`config.mk`:
```
export PLATFORM = sky130hd
export DESIGN_NAME = font_glyph_record_parser_unit_flat
export DESIGN_NICKNAME = d
export VERILOG_FILES = /design/src/fgrp_pkg.sv /design/src/fgrp_byte_if.sv /design/src/fgrp_glyph_if.sv /design/src/fgrp_record_buf.sv /design/src/font_glyph_record_parser_unit.sv /design/src/flat_wrapper.sv
export SDC_FILE = /design/constraint.sdc
export NUM_CORES = 1
export LEC_CHECK = 0
export BUFFER_PORTS_ARGS = -buffer_cell sky130_fd_sc_hd__clkbuf_2
export CAP_MARGIN = 20
export CORE_MARGIN = 3
export CORE_UTILIZATION = 45
export CTS_CLUSTER_DIAMETER = 40
export CTS_CLUSTER_SIZE = 8
export DETAILED_ROUTE_END_ITERATION = 6
export PLACE_DENSITY_LB_ADDON = 0.1
export SYNTH_ARGS = -nofsm -noshare
export SYNTH_HDL_FRONTEND = slang
export SYNTH_SLANG_ARGS = --single-unit
```
`constraint.sdc`:
```
create_clock -name clk -period 20.2 [get_ports clk]
set_clock_uncertainty 0.2 [all_clocks]
set_input_delay 2.02 -clock clk [delete_from_list [all_inputs] [get_ports clk]]
set_output_delay 2.02 -clock clk [all_outputs]
set_load 0.03 [all_outputs]
```
`src/fgrp_pkg.sv`:
```
// ----------------------------------------------------------------------------
// fgrp_pkg
// shared types and constants of the glyph record parser
// ----------------------------------------------------------------------------
package fgrp_pkg;

    localparam int unsigned FILE_HEADER_LEN  = 4;
    localparam int unsigned BLOCK_HEADER_LEN = 5;
    localparam int unsigned RECORD_LEN       = 20;
    localparam logic [7:0]  GLYPH_BLOCK_ID   = 8'd4;

    localparam int unsigned HDR_CNT_W = $clog2(BLOCK_HEADER_LEN);
    localparam int unsigned REC_IDX_W = $clog2(RECORD_LEN);

    typedef enum logic [2:0] {
        PH_FILE_HDR  = 3'b001,
        PH_BLOCK_HDR = 3'b010,
        PH_BODY      = 3'b100
    } phase_t;

    typedef struct packed {
        logic [31:0] glyph_code;
        logic [15:0] atlas_x;
        logic [15:0] atlas_y;
        logic [15:0] glyph_width;
        logic [15:0] glyph_height;
        logic [15:0] draw_offset_x;
        logic [15:0] draw_offset_y;
        logic [15:0] advance;
        logic [7:0]  page_index;
        logic [7:0]  channel_mask;
    } glyph_t;

endpackage

```
`src/fgrp_byte_if.sv`:
```
// ----------------------------------------------------------------------------
// fgrp_byte_if
// byte stream channel into the parser
// ----------------------------------------------------------------------------
interface fgrp_byte_if;

    logic       valid;
    logic       ready;
    logic [7:0] data_byte;
    logic       start_of_file;

    modport source (output valid, output data_byte, output start_of_file, input ready);
    modport sink   (input valid, input data_byte, input start_of_file, output ready);

endinterface

```
`src/fgrp_glyph_if.sv`:
```
// ----------------------------------------------------------------------------
// fgrp_glyph_if
// glyph result channel out of the parser
// ----------------------------------------------------------------------------
interface fgrp_glyph_if;

    logic        valid;
    logic        ready;
    logic [31:0] glyph_code;
    logic [15:0] atlas_x;
    logic [15:0] atlas_y;
    logic [15:0] glyph_width;
    logic [15:0] glyph_height;
    logic [15:0] draw_offset_x;
    logic [15:0] draw_offset_y;
    logic [15:0] advance;
    logic [7:0]  page_index;
    logic [7:0]  channel_mask;

    modport source (
        output valid, output glyph_code, output atlas_x, output atlas_y,
        output glyph_width, output glyph_height, output draw_offset_x,
        output draw_offset_y, output advance, output page_index,
        output channel_mask, input ready
    );
    modport sink (
        input valid, input glyph_code, input atlas_x, input atlas_y,
        input glyph_width, input glyph_height, input draw_offset_x,
        input draw_offset_y, input advance, input page_index,
        input channel_mask, output ready
    );

endinterface

```
`src/fgrp_record_buf.sv`:
```
// ----------------------------------------------------------------------------
// fgrp_record_buf
// record byte shift register and little-endian glyph unpack
// ----------------------------------------------------------------------------
module fgrp_record_buf (
    input  logic            clk,
    input  logic            shift_en,
    input  logic [7:0]      data_byte,
    output fgrp_pkg::glyph_t glyph
);

    localparam int unsigned Depth = fgrp_pkg::RECORD_LEN - 1;

    logic [7:0] rec_reg  [Depth];
    logic [7:0] rec_next [Depth];

    // shift in at the top so the oldest byte ends up in entry 0
    always_comb
    begin
        for (int i = 0; i < Depth - 1; i++)
        begin
            rec_next[i] = rec_reg[i + 1];
        end
        rec_next[Depth - 1] = data_byte;
    end

    always_ff @(posedge clk)
    begin
        if (shift_en)
        begin
            rec_reg <= rec_next;
        end
    end

    always_comb
    begin
        glyph.glyph_code    = {rec_reg[3], rec_reg[2], rec_reg[1], rec_reg[0]};
        glyph.atlas_x       = {rec_reg[5], rec_reg[4]};
        glyph.atlas_y       = {rec_reg[7], rec_reg[6]};
        glyph.glyph_width   = {rec_reg[9], rec_reg[8]};
        glyph.glyph_height  = {rec_reg[11], rec_reg[10]};
        glyph.draw_offset_x = {rec_reg[13], rec_reg[12]};
        glyph.draw_offset_y = {rec_reg[15], rec_reg[14]};
        glyph.advance       = {rec_reg[17], rec_reg[16]};
        glyph.page_index    = rec_reg[18];
        glyph.channel_mask  = data_byte;
    end

endmodule

```
`src/font_glyph_record_parser_unit.sv`:
```
// ----------------------------------------------------------------------------
// font_glyph_record_parser_unit
// parses a binary bitmap-font stream and emits one transaction per glyph record
//
//   channel   dir   payload                                   use
//   bytes     in    data_byte, start_of_file                  font file bytes
//   glyphs    out   glyph_code .. channel_mask                glyph records
//
// one byte per cycle when not held off as below; a glyph appears in the result
// register the cycle after the byte that completes its record
// rst_n clears the parse state; start_of_file restarts the parse on any byte
// a stalled glyph holds off any byte offered at the last position of a record
// ----------------------------------------------------------------------------
module font_glyph_record_parser_unit (
    input  logic  clk,
    input  logic  rst_n,
    fgrp_byte_if.sink    bytes,
    fgrp_glyph_if.source glyphs
);

    localparam int unsigned HdrW = fgrp_pkg::HDR_CNT_W;
    localparam int unsigned IdxW = fgrp_pkg::REC_IDX_W;

    fgrp_pkg::phase_t phase_reg, phase_next, phase_eff;
    logic [HdrW-1:0]  hdr_cnt_reg, hdr_cnt_next, hdr_cnt_eff;
    logic [31:0]      body_left_reg, body_left_next, body_left_eff;
    logic             glyph_blk_reg, glyph_blk_next, glyph_blk_eff;
    logic [IdxW-1:0]  rec_idx_reg, rec_idx_next, rec_idx_eff;
    logic             out_valid_reg, out_valid_next;
    fgrp_pkg::glyph_t out_reg;
    fgrp_pkg::glyph_t glyph_unpacked;

    logic        accept;
    logic        last_possible;
    logic        produce;
    logic        shift_en;
    logic [31:0] size_shifted;

    assign last_possible = (phase_reg == fgrp_pkg::PH_BODY) && glyph_blk_reg &&
                           (rec_idx_reg == IdxW'(fgrp_pkg::RECORD_LEN - 1));
    assign bytes.ready   = !out_valid_reg || glyphs.ready || !last_possible;
    assign accept        = bytes.valid && bytes.ready;

    always_comb
    begin
        if (bytes.start_of_file)
        begin
            phase_eff     = fgrp_pkg::PH_FILE_HDR;
            hdr_cnt_eff   = '0;
            body_left_eff = '0;
            glyph_blk_eff = 1'b0;
            rec_idx_eff   = '0;
        end
        else
        begin
            phase_eff     = phase_reg;
            hdr_cnt_eff   = hdr_cnt_reg;
            body_left_eff = body_left_reg;
            glyph_blk_eff = glyph_blk_reg;
            rec_idx_eff   = rec_idx_reg;
        end
    end

    // size bytes arrive least significant first
    assign size_shifted = {bytes.data_byte, body_left_eff[31:8]};

    always_comb
    begin
        phase_next     = phase_eff;
        hdr_cnt_next   = hdr_cnt_eff;
        body_left_next = body_left_eff;
        glyph_blk_next = glyph_blk_eff;
        rec_idx_next   = rec_idx_eff;
        produce        = 1'b0;
        shift_en       = 1'b0;

        case (phase_eff)
            fgrp_pkg::PH_BLOCK_HDR:
            begin
                if (hdr_cnt_eff == '0)
                begin
                    glyph_blk_next = (bytes.data_byte == fgrp_pkg::GLYPH_BLOCK_ID);
                end
                body_left_next = size_shifted;
                if (hdr_cnt_eff == HdrW'(fgrp_pkg::BLOCK_HEADER_LEN - 1))
                begin
                    hdr_cnt_next = '0;
                    rec_idx_next = '0;
                    if (size_shifted != '0)
                    begin
                        phase_next = fgrp_pkg::PH_BODY;
                    end
                end
                else
                begin
                    hdr_cnt_next = hdr_cnt_eff + HdrW'(1);
                end
            end
            fgrp_pkg::PH_BODY:
            begin
                if (glyph_blk_eff)
                begin
                    if (rec_idx_eff == IdxW'(fgrp_pkg::RECORD_LEN - 1))
                    begin
                        produce      = 1'b1;
                        rec_idx_next = '0;
                    end
                    else
                    begin
                        shift_en     = 1'b1;
                        rec_idx_next = rec_idx_eff + IdxW'(1);
                    end
                end
                body_left_next = body_left_eff - 32'd1;
                if (body_left_eff == 32'd1)
                begin
                    phase_next   = fgrp_pkg::PH_BLOCK_HDR;
                    hdr_cnt_next = '0;
                    rec_idx_next = '0;
                end
            end
            default:
            begin
                if (hdr_cnt_eff == HdrW'(fgrp_pkg::FILE_HEADER_LEN - 1))
                begin
                    phase_next   = fgrp_pkg::PH_BLOCK_HDR;
                    hdr_cnt_next = '0;
                end
                else
                begin
                    hdr_cnt_next = hdr_cnt_eff + HdrW'(1);
                end
            end
        endcase
    end

    fgrp_record_buf u_record_buf (
        .clk       (clk),
        .shift_en  (accept && shift_en),
        .data_byte (bytes.data_byte),
        .glyph     (glyph_unpacked)
    );

    always_comb
    begin
        if (accept && produce)
        begin
            out_valid_next = 1'b1;
        end
        else if (glyphs.ready)
        begin
            out_valid_next = 1'b0;
        end
        else
        begin
            out_valid_next = out_valid_reg;
        end
    end

    always_ff @(posedge clk or negedge rst_n)
    begin
        if (!rst_n)
        begin
            phase_reg     <= fgrp_pkg::PH_FILE_HDR;
            hdr_cnt_reg   <= '0;
            body_left_reg <= '0;
            glyph_blk_reg <= 1'b0;
            rec_idx_reg   <= '0;
            out_valid_reg <= 1'b0;
        end
        else
        begin
            if (accept)
            begin
                phase_reg     <= phase_next;
                hdr_cnt_reg   <= hdr_cnt_next;
                body_left_reg <= body_left_next;
                glyph_blk_reg <= glyph_blk_next;
                rec_idx_reg   <= rec_idx_next;
            end
            out_valid_reg <= out_valid_next;
        end
    end

    always_ff @(posedge clk)
    begin
        if (accept && produce)
        begin
            out_reg <= glyph_unpacked;
        end
    end

    assign glyphs.valid         = out_valid_reg;
    assign glyphs.glyph_code    = out_reg.glyph_code;
    assign glyphs.atlas_x       = out_reg.atlas_x;
    assign glyphs.atlas_y       = out_reg.atlas_y;
    assign glyphs.glyph_width   = out_reg.glyph_width;
    assign glyphs.glyph_height  = out_reg.glyph_height;
    assign glyphs.draw_offset_x = out_reg.draw_offset_x;
    assign glyphs.draw_offset_y = out_reg.draw_offset_y;
    assign glyphs.advance       = out_reg.advance;
    assign glyphs.page_index    = out_reg.page_index;
    assign glyphs.channel_mask  = out_reg.channel_mask;

endmodule

```
`src/flat_wrapper.sv`:
```
// flat-port wrapper written by rule: the top's interface ports become plain ports
module font_glyph_record_parser_unit_flat 
  (clk, rst_n, bytes_valid, bytes_data_byte, bytes_start_of_file, bytes_ready, glyphs_valid, glyphs_glyph_code, glyphs_atlas_x, glyphs_atlas_y, glyphs_glyph_width, glyphs_glyph_height, glyphs_draw_offset_x, glyphs_draw_offset_y, glyphs_advance, glyphs_page_index, glyphs_channel_mask, glyphs_ready);
  fgrp_byte_if bytes_i ();
  fgrp_glyph_if glyphs_i ();
  input  logic clk;
  input  logic rst_n;
  input wire logic [$bits(bytes_i.valid)-1:0] bytes_valid;
  input wire logic [$bits(bytes_i.data_byte)-1:0] bytes_data_byte;
  input wire logic [$bits(bytes_i.start_of_file)-1:0] bytes_start_of_file;
  output wire logic [$bits(bytes_i.ready)-1:0] bytes_ready;
  output wire logic [$bits(glyphs_i.valid)-1:0] glyphs_valid;
  output wire logic [$bits(glyphs_i.glyph_code)-1:0] glyphs_glyph_code;
  output wire logic [$bits(glyphs_i.atlas_x)-1:0] glyphs_atlas_x;
  output wire logic [$bits(glyphs_i.atlas_y)-1:0] glyphs_atlas_y;
  output wire logic [$bits(glyphs_i.glyph_width)-1:0] glyphs_glyph_width;
  output wire logic [$bits(glyphs_i.glyph_height)-1:0] glyphs_glyph_height;
  output wire logic [$bits(glyphs_i.draw_offset_x)-1:0] glyphs_draw_offset_x;
  output wire logic [$bits(glyphs_i.draw_offset_y)-1:0] glyphs_draw_offset_y;
  output wire logic [$bits(glyphs_i.advance)-1:0] glyphs_advance;
  output wire logic [$bits(glyphs_i.page_index)-1:0] glyphs_page_index;
  output wire logic [$bits(glyphs_i.channel_mask)-1:0] glyphs_channel_mask;
  input wire logic [$bits(glyphs_i.ready)-1:0] glyphs_ready;
  assign bytes_i.valid = bytes_valid;
  assign bytes_i.data_byte = bytes_data_byte;
  assign bytes_i.start_of_file = bytes_start_of_file;
  assign bytes_ready = bytes_i.ready;
  assign glyphs_valid = glyphs_i.valid;
  assign glyphs_glyph_code = glyphs_i.glyph_code;
  assign glyphs_atlas_x = glyphs_i.atlas_x;
  assign glyphs_atlas_y = glyphs_i.atlas_y;
  assign glyphs_glyph_width = glyphs_i.glyph_width;
  assign glyphs_glyph_height = glyphs_i.glyph_height;
  assign glyphs_draw_offset_x = glyphs_i.draw_offset_x;
  assign glyphs_draw_offset_y = glyphs_i.draw_offset_y;
  assign glyphs_advance = glyphs_i.advance;
  assign glyphs_page_index = glyphs_i.page_index;
  assign glyphs_channel_mask = glyphs_i.channel_mask;
  assign glyphs_i.ready = glyphs_ready;
  font_glyph_record_parser_unit u_core (.clk(clk), .rst_n(rst_n), .bytes(bytes_i), .glyphs(glyphs_i));
endmodule
```
==> key figures <==
Power
  – Peak VDD IR: 0.108 mV
  – Net Switching: 0.352 mW
  – Switching Fraction: 0.207
  – Reg power frac: 0.476
  – Power share of the clock group: 0.492
  – Combinational Power Share: 0.033
  – Power Density: 109 nW/um^2
  – P_leak: 5.69 nW
  – Internal Dissipation: 1.34 mW

Final layout
  – Max reg flops: 152
  – Nets: 929
  – Share of layout cells above drive strength 1: 0.282
  – Layout fillers: 2,143
  – Layout area overhead: 23.6%
  – Final Non-Filler Cells: 1,316
  – # diodes: 0

Synth
  – Synth Flop Type: edfxtp_1
  – Multiplexer area fraction after synthesis: 0.00248
  – Syn_nets: 717
  – Area of the mapped netlist: 12,600 um^2
  – Number of synthesized flops with an enable pin: 312
  – Top-count cell post-synth: edfxtp_1
  – Top-area cell type share of the netlist area: 0.744
  – Main combinational cell family by area after synthesis: simple AND/OR/NAND/NOR gates
  – Post-Synthesis Cells: 697
  – Register area share after synthesis: 0.833
  – Post-synthesis xor/xnor area fraction: 0.00209
  – Synth Warn #: 0
  – Ys async rst share: 0.126
  – Ranking of synthesized cells by area: edfxtp_1 (74%), dfrtp_1 (8.7%), nand2_1 (1.0%), nor2_1 (0.98%), a221o_1 (0.95%)
  – Synth Area in Compound Gates: 0.0715
  – Post-Synth Simple-Gate Area: 0.0722
  – Synth Area in Adders: 0.00695
  – Yosys reg bits: 357
  – Yosys cell types: 64
  – Largest area contributor in the netlist: edfxtp_1
  – Mean post-synth cell area: 18.1 um^2
  – Top post-synthesis cells by count: edfxtp_1 (312), dfrtp_1 (44), nand2_1 (35), nor2_1 (33), clkbuf_1 (25)

Critical path
  – Reg2Reg Depth: 6
  – Worst EP required: 20.18 ns
  – Critical Path Source Type: input pin
  – CP endpoint kind: register
  – Setup Crit Path Kind: in -> reg
  – Crit path DAT: 5.83 ns
  – Critical Path Fanout Max: 82

Clocking
  – Resize count post-CTS: 0
  – Clock Latency Late Sink: 0.56 ns
  – Clock sinks: 357
  – Hold buffer count at cts: 0
  – Postcts setup bufs: 0
  – H-tree Lvls: 2
  – CTS Root Cell: clkbuf_16
  – Num CTS Buffers: 55
  – CTS tree: built
  – Clock slew at reported path FFs: 0.05 ns
  – Clock buffer depth: 3

STA
  – Fmax: 171 MHz
  – Setup violators final: 0
  – TNS Setup: 0 ns
  – Max-slew violations: 0
  – Slew headroom: 0.290
  – Minimum clock period: 5.84 ns
  – RSZ-0062 raised after global routing: no
  – Period utilisation layout: 0.289
  – Hold Vio Cnt, Final: 0
  – Slew @ Worst Pin: 1.06 ns

Routing
  – Routed WL: 25,800 um
  – Routed vias/inst: 5.39
  – Post-DRT Antenna Nets: 0
  – Post-route DRC: 0
  – DR WL/cell: 19.6 um
  – DRT Pass-1 Iters: 5
  – Vias: 7,094
  – Iter 0 DRT Violations: 937

Global route
  – Number of global-route vias before repair: 7,077
  – Largest net degree at the start of global routing: 83
  – Global router's overall resource usage: 0.170
  – Initial antenna violation count: 0
  – Remaining global-route overflow: 0
  – Global-route wire length before repair: 40,700 um

Hold path
  – Worst Hold Depth: 0
  – HP Class: reg -> reg

Die
  – Area of the core: 27,300 um^2
  – Die Wd: 173 um
  – Die height: 173 um
  – Die ar.: 30,000 um^2
  – IO Pins: 175
  – Row Count: 60
  – Initial Util: 0.462

Status
  – Status: completed

Placement
  – Final RePlAce weighted congestion: 0.870
  – Placed cells: 1,224
  – IO buf count: 174
  – HPWL after detailed placement: 16,400 um

Run
  – Max cap viols: 0
[through the flow]
| step | power [mW] | hold WS (ns) | utilization | setup slack [ns] | instance area [um^2] |
|---|---|---|---|---|---|
| 2_1_floorplan | 0.854 | 0.200 | - | 9.63 | 12600 |
| 3_3_place_gp | 0.873 | 0.201 | 0.511 | 13.88 | 13900 |
| 3_5_place_dp | 0.873 | 0.205 | 0.511 | 13.75 | 13900 |
| 4_1_cts | 1.71 | 0.217 | 0.571 | 14.33 | 15600 |
| 5_1_grt | 1.76 | 0.225 | 0.571 | 14.00 | 15600 |
| 6_report | 1.69 | 0.217 | 0.571 | 14.36 | 15600 |
[layer usage]
| metal | routed length, um | vias up | track usage |
|---|---|---|---|
| met3 | 1850 | 66 | 0.0392 |
| met5 | 0 | - | 0 |
| met4 | 726 | 0 | 0.0628 |
| met1 | 10800 | 3530 | 0.228 |
| met2 | 12400 | 298 | 0.273 |
| li1 | - | 3200 | - |
[logic make-up after synthesis]
family | after synthesis
muxes | 3
buffers and inverters | 38
and+or+nand+nor | 168
DFF | 357
xor gates and xnor gates | 3
adders and majority gates | 7
AOI/OAI and AO/OA | 121
[power groups by stage]
stage                     Sequential, mW  Clock, mW  Combinational, mW
final                              0.806      0.833             0.0558
after global routing               0.805      0.889             0.0611
after CTS                          0.805      0.854             0.0550
after detailed placement           0.819          0             0.0548
after global placement             0.818          0             0.0545
after floorplan                    0.815          0             0.0393
[placed cells by master (no fill, tap or decap), drive strengths merged, types with 9 or more instances in the layout]
cell    synthesis  final
a21oi          19     19
a221o          12     12
a31oi           9      9
buf             4     10
clkbuf         25    253
dfrtp          44     44
edfxtp        312    312
inv             9     10
nand2          35     35
nand3          15     15
nor2           33     33
nor3           25     25
nor4           14     14
o21ai          25     25
[final cells by class]
| type | instances | area, um^2 | share of cell area |
|---|---|---|---|
| multi-input cells | 302 | 1980 | 0.127 |
| well taps | 372 | 465 | 0.0299 |
| flip-flops and latches | 357 | 10500 | 0.674 |
| inverters | 9 | 33.8 | 0.00217 |
| clock inverters | 13 | 181 | 0.0117 |
| clock buffers | 79 | 1470 | 0.0942 |
| repair buffers | 184 | 946 | 0.0607 |
[critical path, stage by stage]
cell and delay [ns]:
clkbuf_2 0.41, or4b_1 0.96, nor2_1 0.34, nand2_1 0.20, nor2_4 0.11, buf_4 0.74
buf_4 0.92
[worst paths after layout]
check	from	endpoint	slack, ns
worst max-delay path	bytes_start_of_file	u_core.glyphs.atlas_x[2]	14.36
worst min-delay path	u_core.u_record_buf.glyph[132]	u_core.glyphs.glyph_code[4]	0.22
worst max register to register	u_core.phase_reg[1]	u_core.glyphs.atlas_x[2]	15.91
worst min register to register	u_core.u_record_buf.glyph[132]	u_core.glyphs.glyph_code[4]	0.22
max in group asynchronous	rst_n	u_core.rec_idx_reg[1]	18.01
min in group asynchronous	rst_n	u_core.hdr_cnt_reg[2]	1.36
Power figures use the tool's default switching activity.
